$ cat src/hdl/double_ended_queue_core_macros.svh
// assertion macros for the double-ended queue core
// expects clk and rst_n in the scope where a macro is used
`ifndef DOUBLE_ENDED_QUEUE_CORE_MACROS_SVH
`define DOUBLE_ENDED_QUEUE_CORE_MACROS_SVH

// same-cycle implication, checked outside reset
`define DQ_ASSERT_SAME(name, ante, cons, msg) \
  name: assert property (@(posedge clk) disable iff (!rst_n) (ante) |-> (cons)) \
    else $error(msg);

// next-cycle implication, checked outside reset
`define DQ_ASSERT_NEXT(name, ante, cons, msg) \
  name: assert property (@(posedge clk) disable iff (!rst_n) (ante) |=> (cons)) \
    else $error(msg);

`endif

$ cat src/hdl/dq_pkg.sv
// shared types and constants for the double-ended queue core
// no dependencies
package dq_pkg;

  localparam int DEPTH      = 16;
  localparam int DATA_WIDTH = 32;
  localparam int IDX_W      = (DEPTH > 1) ? $clog2(DEPTH) : 1;
  localparam int CNT_W      = $clog2(DEPTH + 1);

  typedef enum logic [2:0] {
    CMD_PUSH_FRONT = 3'd0,
    CMD_PUSH_BACK  = 3'd1,
    CMD_POP_FRONT  = 3'd2,
    CMD_POP_BACK   = 3'd3,
    CMD_PEEK_FRONT = 3'd4,
    CMD_PEEK_BACK  = 3'd5
  } dq_cmd_t;

  typedef enum logic [1:0] {
    ST_OK    = 2'd0,
    ST_EMPTY = 2'd1,
    ST_FULL  = 2'd2
  } dq_status_t;

  typedef struct packed {
    logic [2:0]  cmd;
    logic [31:0] push_value;
  } dq_in_t;

  typedef struct packed {
    logic [31:0] read_value;
    logic [1:0]  status;
    logic [4:0]  occupancy;
  } dq_out_t;

  typedef struct packed {
    logic                  shift_in_front;
    logic                  shift_to_front;
    logic                  write_back;
    logic [IDX_W-1:0]      slot;
    logic [DATA_WIDTH-1:0] word;
  } dq_cell_ctrl_t;

endpackage

$ cat src/hdl/dq_cell.sv
// one storage cell of the deque row, holds one entry
// depends on dq_pkg
module dq_cell import dq_pkg::*; (
  input  logic                  clk,
  input  dq_cell_ctrl_t         ctrl,
  input  logic [IDX_W-1:0]      cell_idx,
  input  logic [DATA_WIDTH-1:0] left_data,
  input  logic [DATA_WIDTH-1:0] right_data,
  output logic [DATA_WIDTH-1:0] data,
  output logic [DATA_WIDTH-1:0] tap
);

  logic [DATA_WIDTH-1:0] data_r;
  logic [DATA_WIDTH-1:0] data_nxt;
  logic                  hit;

  assign hit = (cell_idx == ctrl.slot);

  always_comb begin
    data_nxt = data_r;
    if (ctrl.shift_in_front) begin
      data_nxt = left_data;
    end else if (ctrl.shift_to_front) begin
      data_nxt = right_data;
    end else if (ctrl.write_back && hit) begin
      data_nxt = ctrl.word;
    end
  end

  always_ff @(posedge clk) begin
    data_r <= data_nxt;
  end

  assign data = data_r;
  assign tap  = hit ? data_r : '0;

endmodule

$ cat src/hdl/double_ended_queue_core.sv
// top level of the double-ended queue core: count, decode and result register
// depends on dq_pkg, dq_cell and double_ended_queue_core_macros.svh
//
// Usage:
//   A request is taken at a rising edge where start is high and busy is low.
//   in_req carries the command and the push word; commands 0..5 are push
//   front, push back, pop front, pop back, peek front, peek back.
//   Entries live in a row of DEPTH cells with the front at cell 0: a push at
//   the front or a pop at the front shifts the whole row by one cell, a push
//   at the back writes the cell at the current count, and back reads take
//   the cell at count minus one.
//   Latency: the result appears on out_rsp with out_valid high for exactly
//   one cycle, the cycle after the request is taken.
//   Throughput: one request per cycle; busy stays low, since every command
//   is a single row update plus a count step.
//   Reset: synchronous, active low; the deque is empty afterwards.
//   The receiver cannot stall: out_valid is a strobe and each result must be
//   taken in the cycle it is shown.
`include "double_ended_queue_core_macros.svh"

module double_ended_queue_core import dq_pkg::*; (
  input  logic    clk,
  input  logic    rst_n,
  input  logic    start,
  output logic    busy,
  input  dq_in_t  in_req,
  output logic    out_valid,
  output dq_out_t out_rsp
);

  logic [CNT_W-1:0]      count_r;
  logic [CNT_W-1:0]      count_nxt;
  logic                  out_valid_r;
  dq_out_t               out_rsp_r;
  dq_out_t               rsp_nxt;
  dq_cell_ctrl_t         ctrl;
  logic                  accept;
  logic                  empty;
  logic                  full;
  logic [DATA_WIDTH-1:0] front_data;
  logic [DATA_WIDTH-1:0] back_data;
  logic [DATA_WIDTH-1:0] cell_data [DEPTH];
  logic [DATA_WIDTH-1:0] cell_tap  [DEPTH];
  logic [CNT_W-1:0]      count_dec;

  assign busy      = 1'b0;
  assign accept    = start && !busy;
  assign empty     = (count_r == '0);
  assign full      = (count_r == CNT_W'(DEPTH));
  assign count_dec = count_r - CNT_W'(1);

  always_comb begin
    ctrl                = '0;
    ctrl.word           = DATA_WIDTH'(in_req.push_value);
    ctrl.slot           = count_dec[IDX_W-1:0];
    count_nxt           = count_r;
    rsp_nxt             = '0;
    rsp_nxt.status      = ST_OK;
    case (in_req.cmd)
      CMD_PUSH_FRONT: begin
        if (full) begin
          rsp_nxt.status = ST_FULL;
        end else begin
          ctrl.shift_in_front = accept;
          count_nxt           = count_r + CNT_W'(1);
        end
      end
      CMD_PUSH_BACK: begin
        ctrl.slot = count_r[IDX_W-1:0];
        if (full) begin
          rsp_nxt.status = ST_FULL;
        end else begin
          ctrl.write_back = accept;
          count_nxt       = count_r + CNT_W'(1);
        end
      end
      CMD_POP_FRONT: begin
        if (empty) begin
          rsp_nxt.status = ST_EMPTY;
        end else begin
          rsp_nxt.read_value  = 32'(front_data);
          ctrl.shift_to_front = accept;
          count_nxt           = count_dec;
        end
      end
      CMD_POP_BACK: begin
        if (empty) begin
          rsp_nxt.status = ST_EMPTY;
        end else begin
          rsp_nxt.read_value = 32'(back_data);
          count_nxt          = count_dec;
        end
      end
      CMD_PEEK_FRONT: begin
        if (empty) begin
          rsp_nxt.status = ST_EMPTY;
        end else begin
          rsp_nxt.read_value = 32'(front_data);
        end
      end
      CMD_PEEK_BACK: begin
        if (empty) begin
          rsp_nxt.status = ST_EMPTY;
        end else begin
          rsp_nxt.read_value = 32'(back_data);
        end
      end
      default: begin
        rsp_nxt.status = ST_OK;
      end
    endcase
    rsp_nxt.occupancy = 5'(count_nxt);
  end

  genvar gi;
  generate
    for (gi = 0; gi < DEPTH; gi++) begin : g_cell
      logic [DATA_WIDTH-1:0] left_in;
      logic [DATA_WIDTH-1:0] right_in;
      if (gi == 0) begin : g_first
        assign left_in = ctrl.word;
      end else begin : g_mid_l
        assign left_in = cell_data[gi-1];
      end
      if (gi == DEPTH - 1) begin : g_last
        assign right_in = '0;
      end else begin : g_mid_r
        assign right_in = cell_data[gi+1];
      end
      dq_cell u_cell (
        .clk        (clk),
        .ctrl       (ctrl),
        .cell_idx   (IDX_W'(gi)),
        .left_data  (left_in),
        .right_data (right_in),
        .data       (cell_data[gi]),
        .tap        (cell_tap[gi])
      );
    end
  endgenerate

  assign front_data = cell_data[0];

  always_comb begin
    back_data = '0;
    for (int i = 0; i < DEPTH; i++) begin
      back_data = back_data | cell_tap[i];
    end
  end

  always_ff @(posedge clk) begin
    if (!rst_n) begin
      count_r     <= '0;
      out_valid_r <= 1'b0;
    end else begin
      out_valid_r <= accept;
      if (accept) begin
        count_r <= count_nxt;
      end
    end
  end

  always_ff @(posedge clk) begin
    if (accept) begin
      out_rsp_r <= rsp_nxt;
    end
  end

  assign out_valid = out_valid_r;
  assign out_rsp   = out_rsp_r;

  `DQ_ASSERT_SAME(a_count_bound, 1'b1, count_r <= CNT_W'(DEPTH), "count above depth")
  `DQ_ASSERT_NEXT(a_result_follows, accept, out_valid, "request without result")
  `DQ_ASSERT_NEXT(a_count_idle, !accept, $stable(count_r), "count moved while idle")
  `DQ_ASSERT_SAME(a_full_occ, out_valid && out_rsp.status == ST_FULL, out_rsp.occupancy == 5'(DEPTH) && out_rsp.read_value == '0, "full status mismatch")
  `DQ_ASSERT_SAME(a_empty_occ, out_valid && out_rsp.status == ST_EMPTY, out_rsp.occupancy == '0 && out_rsp.read_value == '0, "empty status mismatch")

endmodule

$ cat config.mk
export PLATFORM = sky130hd
export DESIGN_NAME = double_ended_queue_core
export DESIGN_NICKNAME = d
export VERILOG_FILES = /design/src/hdl/dq_pkg.sv /design/src/hdl/dq_cell.sv /design/src/hdl/double_ended_queue_core.sv
export VERILOG_INCLUDE_DIRS = /design/src /design/src/hdl
export SDC_FILE = /design/constraint.sdc
export NUM_CORES = 1
export LEC_CHECK = 0
export BUFFER_PORTS_ARGS = -buffer_cell sky130_fd_sc_hd__buf_2
export CAP_MARGIN = 20
export CORE_MARGIN = 2
export CORE_UTILIZATION = 35
export CTS_CLUSTER_SIZE = 16
export DETAILED_ROUTE_END_ITERATION = 6
export MAX_ROUTING_LAYER = met4
export PLACE_DENSITY = 0.5
export SLEW_MARGIN = 15
export SYNTH_ARGS = -nofsm -noshare
export SYNTH_HDL_FRONTEND = slang
export SYNTH_SLANG_ARGS = --single-unit
$ cat constraint.sdc
create_clock -name clk -period 7.13 [get_ports clk]
set_input_delay 0.713 -clock clk [delete_from_list [all_inputs] [get_ports clk]]
set_output_delay 0.713 -clock clk [all_outputs]
set_load 0.02 [all_outputs]
## After elaboration in Yosys (flattened, before gate mapping)

Cells that the tools add are included.

- Word-level logic and storage cells: 177
- Bits of input ports: 38
- Output and inout bits: 41
- Bits in registers: 557

- Bitwise gates (word level): 15
- Equality and inequality tests: 21
- Reductions and logical operators: 40
- $add $sub $neg: 2
- Multiplexer cells: 78

Operators with widths:

| operator | number |
|---|---|
| 2-to-1 mux 32 bit | 66 |
| OR 32 bit | 15 |
| case mux 32 bit (2 select lines) | 1 |
| nonzero test 3 bit | 16 |
| == test 4 bit (first input constant) | 8 |
| == test 3 x 4 -> 1 bit (first input constant) | 4 |
| logical AND 1 bit | 16 |
| 2-to-1 mux 5 bit | 3 |
| case mux 5 bit (2 select lines) | 1 |
| == test 2 x 4 -> 1 bit (first input constant) | 2 |
| OR reduction 2 bit | 4 |
| == test 3 x 2 -> 1 bit (second input constant) | 2 |
| == test 3 bit (second input constant) | 2 |
| adder 5 x 1 -> 5 bit (second input constant) | 1 |
| == test 5 bit (second input constant) | 1 |
| zero test 5 bit | 1 |
| 2-to-1 mux 1 bit | 5 |
| subtractor 5 x 1 -> 5 bit (second input constant) | 1 |
| == test 1 x 4 -> 1 bit (first input constant) | 1 |
| zero test 4 bit | 1 |
| case mux 2 bit (2 select lines) | 1 |
| OR reduction 4 bit | 1 |
| == test 3 x 1 -> 1 bit (second input constant) | 1 |
| zero test 3 bit | 1 |
| 2-to-1 mux 2 bit | 1 |

## Logic depth before layout (Yosys ltp)

- Depth in word-level cells: 22
- Gate-level depth with buffers: 14
- Mapped depth without buffers: 9

## Hierarchy

A second synthesis with hierarchy kept.

- Cell total of the unflattened synthesis: 3,208
- Area, all modules: 33,732.4 um2

Modules (own cells, without submodules):

| module | area an instance (um2) | cells each | times used | seq. area each (um2) |
|---|---|---|---|---|
| dq_cell | 1,906.8 | 180 | 16 | 960.9 |
| double_ended_queue_core | 3,223.1 | 328 | 1 | 1,291.2 |

## Worst setup path after synthesis

Ideal clock, no wire load.

- Kind: reg-to-reg
- Start: reg count_r[1]
- End: reg g_cell[4].u_cell.data_r[0] (enable)
- Required time: 6.664 ns
- Cell stages (with the launch flop): 12
- Arrival time: 4.627 ns
- Buffers on the path: 5
- Period minus slack after synthesis: 5.092 ns
- Setup time: 0.466 ns
- Slack: 2.038 ns
- Cell sequence: dfxtp_1 -> clkbuf_1 -> clkbuf_1 -> buf_1 -> inv_1 -> ha_1 -> and3_1 -> a21o_1 -> buf_2 -> buf_2 -> nand4_1 -> o21ai_0

- Word-level cells in the longest chain between the ends: 5
- Elaborated cells between the ends (all ways): 11
- Classes of those cells: 1 x add/sub; 2 x eq/ne; 5 x mux; 3 x reduce/logical

RTL lines:

| what | RTL line | RTL |
|---|---|---|
| from (decl) | double_ended_queue_core.sv:31 | `logic [CNT_W-1:0] count_r;` |
| from (signal assigned) | double_ended_queue_core.sv:158 | `count_r <= count_nxt;` |
| subtractor 5 x 1 -> 5 bit or == test 5 bit (tied branches) | double_ended_queue_core.sv:50, double_ended_queue_core.sv:49 |  |
| 2-to-1 mux 5 bit or 2-to-1 mux 1 bit (tied branches) | double_ended_queue_core.sv:59, double_ended_queue_core.sv:61, double_ended_queue_core.sv:70 |  |
| == test 3 x 4 -> 1 bit or 2-to-1 mux 5 bit (tied branches) | dq_cell.sv:17, double_ended_queue_core.sv:59 |  |
| logical AND 1 bit | dq_cell.sv:25 | `end else if (ctrl.write_back && hit) begin` |
| nonzero test 3 bit (no line) * | n/a |  |
| to (signal assigned) | dq_cell.sv:31 | `data_r <= data_nxt;` |
| to (decl) | dq_cell.sv:13 | `logic [DATA_WIDTH-1:0] data_r;` |

Mark *: on every way between the ends. The rest lies on a longest branch, timed or not.
A chain may end at the register's enable or synchronous reset.

==> impl_metrics.py <==
metrics = {
    "status": {
        "outcome": "finished, violations left",
        "failed_checks": "design-rule violations",
    },
    "worst_setup_path": {
        "crit_path_start_kind": "flip-flop",
        "cp_cell_sequence": "inv_4, ha_4, and3_1, a21o_2, nand2_2, buf_4, o22ai_1, o31a_1, a221o_1",
        "cp.arrival_ps": 5560,
        "path_class": "flip-flop to flip-flop",
        "max_stage_delay_ps": 1060,
        "crit_required_ps": 7590,
        "path_delay_family": "simple AND/OR/NAND/NOR gates",
        "critPathSlowestCell": "ha_4",
        "crit_fanout": 57,
        "critPathBufInv": 2,
        "end_kind": "flip-flop",
    },
    "sta": {
        "skew_ps": 17.29,
        "rsz0062_at_grt": "false",
        "holdWs_ps": 395.7,
        "clock.fmax_mhz": 196.0,
        "period_minus_slack_ps": 5101,
        "fin_crit_sh_pct": 71.54,
        "drv_slew": 0,
        "slew_headroom_pct": 22.67,
        "final_hold_viol_count": 0,
        "finalSetupViolCount": 0,
        "tightest_slew_ps": 1156,
        "setup-tns-final_ps": 0,
    },
    "synth": {
        "yosysUniqueCellTypes": 60,
        "syn_avg_cell_area_um2": 12.37,
        "muxShareOfSynthArea_pct": 2.301,
        "async_reset_ff_share_pct": 0,
        "synth_ff_type": "edfxtp_1",
        "syn_area_um2": 29690,
        "synth-seq-cells": 557,
        "yosys.area_share.adder_pct": 0.2107,
        "synth_fp_nets": 2443,
        "yosys.area_share.xor_xnor_pct": 0.08849,
        "synth_top_family_by_area": "compound AO/OA/AOI/OAI gates",
        "ys_warn_count": 0,
        "synth-compound-area-share_pct": 31.92,
        "synth_edf_count": 551,
        "synthCells": 2400,
        "yosysSeqAreaShare_pct": 56.13,
        "synthSimpleGateAreaFrac_pct": 4.319,
    },
    "global_route": {
        "grt_pass1_vias": 23450,
        "antenna_found_initial": 2,
        "grt_max_degree": 165,
        "grt_pass1_wl_um": 167000,
        "track_usage_pct": 26.52,
        "overflow": 0,
    },
    "final_layout": {
        "final_core_util_pct": 39.57,
        "area_delta_synth_final_pct": 11.70,
        "nets": 2345,
        "fillers": 7998,
        "final_cells": 3488,
        "design_area_um2": 33170,
        "drive_gt1_share_pct": 11.77,
    },
    "routing": {
        "dr_total_vias": 24910,
        "dr.pass1.iters": 7,
        "viasPerCell": 7.141,
        "drc": 4,
        "first_iter_violations": 3457,
        "postRouteAntennaNets": 0,
        "wirelength_um": 115600,
        "post_drt_wl_per_cell_um": 33.15,
    },
    "floorplanning": {
        "die_x_um": 295.3,
        "dieArea_um2": 87180,
        "start_util_pct": 35.42,
        "dieHeight_um": 295.3,
        "io_pins": 79,
        "rows": 106,
        "core_area_um2": 83820,
    },
    "cts": {
        "hold_buffers": 0,
        "htreeDepth": 3,
        "clockBufferDepth": 3,
        "clockRootBuffer": "clkbuf_16",
        "path_clk_slew_ps": 60,
        "cts_tree": "done",
        "clk_latency_ps": 610,
        "postCtsSetupBuffers": 0,
        "clock-sinks": 557,
        "post_cts_resize_count": 0,
        "cts_buffers": 66,
    },
    "placement": {
        "numPortBuffers": 77,
        "hpwlAfterDp_um": 63460,
        "post-place-cells": 3366,
        "dpl_cell_area_um2": 31070,
        "gp_congestion": 0.8196,
    },
    "power": {
        "leakage_nw": 11.01,
        "ir_worst_vdd_mv": 0.1310,
        "p_per_area_nw_per_um2": 263.1,
    },
    "flow_run": {
        "drv_cap": 0,
    },
    "min_path": {
        "hold_class": "input port to flip-flop",
    },
}
==> per-stage QoR <==
stage | total power, mW | setup slack, ps
3_3_place_gp | 5.370 | 2193
3_5_place_dp | 5.380 | 2135
6_report | 8.727 | 2029
5_1_grt | 8.983 | 1927
4_1_cts | 8.745 | 2119
2_1_floorplan | 4.841 | 2038
==> area by class of cell <==
class	count	area [µm²]	share of cell area [%]
antenna	1	2.502	0.007545
clock inverter	29	242.7	0.7319
clock buffer	90	1836	5.534
sequential	557	16670	50.27
multi-input combinational	1469	11840	35.69
tap	1134	1419	4.278
inverter	68	257.7	0.7771
timing repair buffer	140	898.4	2.709
==> where the power goes <==
group	leakage [nW]	internal [mW]	switching (mW)
combinational	4.86	0.477	0.965
sequential	5.13	3.78	0.131
clock	1.02	1.95	1.42
==> Yosys cell counts (all sizes together) (6+ instances only) <==
master   number  area share (%)
edfxtp      551              56
a221oi      191             5.6
nand2       139             1.8
o31a         29            0.86
o311ai       30            0.88
a21o         36            0.91
and3          6            0.13
a22o         32            0.94
nor3         12            0.24
o22ai        60             1.3
buf          45            0.86
nand2b       35            0.74
inv          68            0.86
a221o       481              16
clkbuf      261             3.3
mux2i        66             2.2
nor2         47            0.59
dfxtp         6            0.40
nand4         7            0.15
nand3         8            0.13
a21oi        64             1.1
o21ai       114             1.9
a22oi        32            0.81
o2111ai      30            0.88
==> worst paths after layout <==
path | slack [ps] | end | depth (start not counted) | from
max | 2030 | out_rsp[38] | 9 | count_r[0]
min | 400 | g_cell[0].u_cell.data[28] | 3 | in_req[28]
max reg2reg | 2030 | out_rsp[38] | 9 | count_r[0]
min reg2reg | 580 | g_cell[15].u_cell.data[25] | 1 | g_cell[14].u_cell.data[25]
==> flip-flops by register name, summed over array words and instances, names as in the netlist <==
name and flops:
out_valid 1, count_r 5, g_cell.u_cell.data 512, out_rsp 39
==> cells in the final DEF, fill, tap and decap left out, drive strengths merged, types with 4 or more instances in the layout <==
| master | instances |
|---|---|
| a221oi | 191 |
| inv | 70 |
| a31oi | 4 |
| nand3 | 8 |
| clkinv | 23 |
| nand2b | 35 |
| o2111ai | 30 |
| o31a | 29 |
| buf | 140 |
| a22oi | 32 |
| a21oi | 64 |
| mux2i | 66 |
| a221o | 481 |
| nand4 | 7 |
| nor3b | 4 |
| and2 | 4 |
| ha | 5 |
| nor2 | 47 |
| and3 | 6 |
| nand2 | 139 |
| a21o | 36 |
| bufinv | 4 |
| clkbuf | 90 |
| o22ai | 60 |
| edfxtp | 551 |
| a22o | 32 |
| o21ai | 114 |
| dfxtp | 6 |
| o311ai | 30 |
| nor3 | 12 |
==> routing by layer <==
layer / GRT usage (%) / vias to the layer above / routed length (µm)
li1: - / 10180 / -
met1: 36.83 / 12720 / 48620
met2: 38.91 / 1779 / 51240
met3: 4.729 / 226 / 12190
met4: 9.248 / 0 / 3570
met5: - / - / 0
==> worst min-delay path, stage by stage <==
cell and delay, ps:
buf_2 70, nand2_1 50, nand2_1 60
==> logic make-up (layout without fill, tap and decap cells) <==
group                    count (synthesis)  after routing
AO/OA/AOI/OAI                         1116           1116
flip-flops                             557            557
buffers and inverters                  374            327
AND/OR/NAND/NOR                        276            276
multiplexers                            68             68
adder cells (fa/ha/maj)                  5              5
XOR/XNOR                                 3              3
other                                    1              2
(Power assumes the default switching activity.)
